### config.mk
export PLATFORM = sky130hd
export DESIGN_NAME = bti_ram
export DESIGN_NICKNAME = d
export VERILOG_FILES = /design/src/hdl/bti_ram.sv
export SDC_FILE = /design/constraint.sdc
export NUM_CORES = 2
export LEC_CHECK = 0
export ABC_AREA = 1
export BUFFER_PORTS_ARGS = -buffer_cell sky130_fd_sc_hd__clkbuf_2
export CORE_MARGIN = 1
export CORE_UTILIZATION = 47
export CTS_CLUSTER_DIAMETER = 30
export CTS_CLUSTER_SIZE = 8
export DETAILED_ROUTE_END_ITERATION = 10
export PLACE_DENSITY = 0.7
export SYNTH_ARGS = -nofsm -noshare
export SYNTH_HDL_FRONTEND = slang
export SYNTH_SLANG_ARGS = --single-unit
### constraint.sdc
create_clock -name i_clk -period 6.75 [get_ports i_clk]
set_input_delay 1.35 -clock i_clk [delete_from_list [all_inputs] [get_ports i_clk]]
set_output_delay 1.35 -clock i_clk [all_outputs]
set_load 0.01 [all_outputs]
### src/hdl/bti_ram.sv
module bti_ram #(
    parameter int WIDTH = 32,
    parameter int DEPTH = 64
) (
    input  logic                     i_clk,
    input  logic                     i_we,
    input  logic [$clog2(DEPTH)-1:0] i_addr,
    input  logic [WIDTH-1:0]         i_wdata,
    output logic [WIDTH-1:0]         o_rdata
);

    logic [WIDTH-1:0] r_mem [DEPTH];
    logic [WIDTH-1:0] r_rdata;

    always_ff @(posedge i_clk) begin
        if (i_we) begin
            r_mem[i_addr] <= i_wdata;
        end
        r_rdata <= r_mem[i_addr];
    end

    assign o_rdata = r_rdata;

endmodule

; Word-level counts from Yosys, hierarchy flattened
; Memories as Yosys holds them, arrays and structs flattened. A register that Yosys moved wholly into a read port is not among the register bits.
; Cells that the tools add are included.
[word_totals]
memories = 1
regBits = 0
input_bits = 40
word_cells = 3
mem_bits_rw = 2048
[memory_table]
columns = memory, words, word_bits, read_ports, rd_clocked_by_memory_dff, wr, line
row1 = r_mem, 64, 32, 1, 1, 1, 12  ; logic [WIDTH-1:0] r_mem [DEPTH];
[classes]
muxes = 2
[ops]
columns = cell, count
row1 = two-way mux 1 bit, 2

; Depth between registers and ports, before layout
[depth]
ltp_word = 2
mapped_depth = 15

; Least setup slack after synthesis
; No wires, ideal clock.
[synth_path]
kind = input port to flip-flop
from = in i_addr[0]
to = mem r_mem[41][0] (enable)
cell_stages = 6
t_arrival_ns = 5.133
setup_time_ns = 0.502
path_slack_ns = 1.115
required_time_ns = 6.248
path_cell_list = buf_4 inv_2 buf_6 buf_4 buf_2 nor4_1
[synth_lines]
columns = element, line
row1 = start: declaration, 7  ; input logic [$clog2(DEPTH)-1:0] i_addr,
row2 = end: declaration, 12
; No word-level cell before the write port.

==> reports/metrics.yaml <==
status: "complete, but fails checks"
violations: "design-rule violations"
fin_setup_tns_ns: 0
syn_inst: 8440
initial_utilization: 0.473
ys_ff_latch: 2080
fin_cells: 11500
die_w_um: 431
ys_warn_count: 0
post_cts_buffers: 0
finalHoldViolCount: 0
skew_ns: 0.0522
max_slew.worst_pin.slew_ns: 1.36
start_kind: "primary input"
dp_cells: 10700
report.power.total_w: 0.0362
preCtsSetupSlack_ns: 1.74
io_buffers: 71
grt_pass1_vias: 60000
period_share: 0.634
num-fill-cells: 14300
worstHoldPathType: "flip-flop to flip-flop"
totalWireLength_um: 241000
ctsResizeCount: 0
final_util: 0.567
peakVddDrop_v: 0.000267
path_max_fanout: 199
multi_input_area_mm2: 0.0228
fin_nets: 8706
post_synth_num_cell_types: 21
grtUsageTotal: 0.257
clock_latency_ns: 0.94
clk_pin_slew_worst_paths_ns: 0.05
drv_cap: 0
syn_area_mm2: 0.0865
grt.overflow.total: 0
hold-path-cell-count: 6
slew_headroom: 0.0912
hpwl_um: 124000
die_h_um: 431
power-per-cell-area_mw_per_mm2: 349
setup_viol: 0
first_iter_violations: 6681
design.core.area_mm2: 0.183
dr_total_vias: 60900
ioPinCount: 72
cts_tree: "done"
drive_above_1_share: 0.103
grt_setup_unrepaired: "false"
grt_max_degree: 218
register_area_mm2: 0.0621
drcViolationCount: 8
grt_pass1_wl_um: 360000
gp_congestion: 0.878
row_count: 157
avgViaCountPerCell: 5.31
dieArea_mm2: 0.186
cts_hold_buf: 0
post_drt_wl_per_cell_um: 21.0
synth_area_per_cell_um2: 10.2
clock-sinks: 2080
area_delta_synth_final_pct: 19.8
dr.pass1.iters: 9
worstPathRequired_ns: 7.61
antenna_found_initial: 13
numCtsBuffers: 425
syn-num-nets: 8480
clockRootBuffer: "clkbuf_16"
yosysSeqAreaShare: 0.718
worstPathArrival_ns: 5.14
fin_crit_ns: 4.28
cts.path.max_buffers: 4
timing.fmax_mhz: 234
timing_worst_setup_path_type: "primary input to flip-flop"
ant_nets: 0
finalWorstSetupSlack_ns: 2.47
end_kind: "flip-flop"
htree_levels: 5
slew_violations: 0
reg2reg_depth: 10
power_leakage_nw: 43.6
cell usage after synthesis (all sizes together):
master	instances	area, um^2
nand2	5728	21500
nor2	137	514
o211ai	5	37.5
o21ai	7	35.0
edfxtp	2048	61500
buf	286	1450
nor4	2	12.5
nand3	13	65.1
nand4	2	12.5
clkbuf	136	510
dfxtp	32	641
or2	6	37.5
nor3	8	75.1
inv	30	113
layout by cell type (no fill, tap or decap), drive strengths merged:
cell type and n:
nand4 2, nor2 137, nor4 2, clkinv 152
buf 153, diode 10, o21ai 7, edfxtp 2048
o211ai 5, inv 38, nand2 5728, dfxtp 32
nor3 8, or2 6, clkinvlp 30, bufinv 56
clkbuf 581, nand3 13
critical path: stages:
cell and delay, ns:
buf_8 0.19, inv_8 0.73, buf_12 0.67, buf_12 0.68, nand2_1 0.16, nand2_1 0.11
nand2_1 0.05, nand2_1 0.11, nand2_1 0.10, nand2_1 0.13, nand2_1 0.09, nand2_1 0.14
nor2_1 0.09, nand2_1 0.07
registers in the layout, indices dropped and copies added (netlist names):
name,cells
o_rdata,32
r_mem,2048
through the flow:
step                cell area [um^2]  hold slack [ns]
global route                  104000            0.783
finish                        104000            0.697
floorplan                      86500            0.608
detailed placement             89800            0.672
global placement               89800            0.661
CTS                           104000            0.684
cell type report:
type                    instances  share of cell area
diodes                         10            0.000241
clock buffers                 513               0.107
clock inverters               246              0.0262
inverters                      30             0.00130
multi-input cells            5908               0.220
flip-flops and latches       2080               0.600
well taps                    2464              0.0297
repair buffers                221              0.0157
power breakdown:
part | internal [W] | switching [W] | leakage (nW)
clock network | 0.0137 | 0.00646 | 6.70
registers | 0.0143 | 0.0000481 | 18.7
logic | 0.000370 | 0.00127 | 18.2
total | 0.0284 | 0.00778 | 43.6
routing by layer:
metal | wire, um | GRT usage
met1 | 92600 | 0.337
met2 | 116000 | 0.420
met3 | 24500 | 0.0492
met4 | 7980 | 0.105
met5 | 27 | 0
worst paths after layout:
path	start	endpoint	slack (ns)
worst max-delay path	i_addr[0]	o_rdata[29]	2.47
worst min-delay path	r_mem[23][30]	o_rdata[30]	0.70
worst max register to register	r_mem[41][12]	o_rdata[12]	4.78
worst min register to register	r_mem[23][30]	o_rdata[30]	0.70
kinds of logic (layout without fill, tap and decap cells):
family          count (synthesis)  count (layout)  synth area share
simple gates                 5896            5896             0.257
buf+inv                       452            1010            0.0240
flops                        2080            2080             0.718
compound gates                 12              12          0.000839
other cells                     0              10                 0
(Power assumes the default switching activity.)
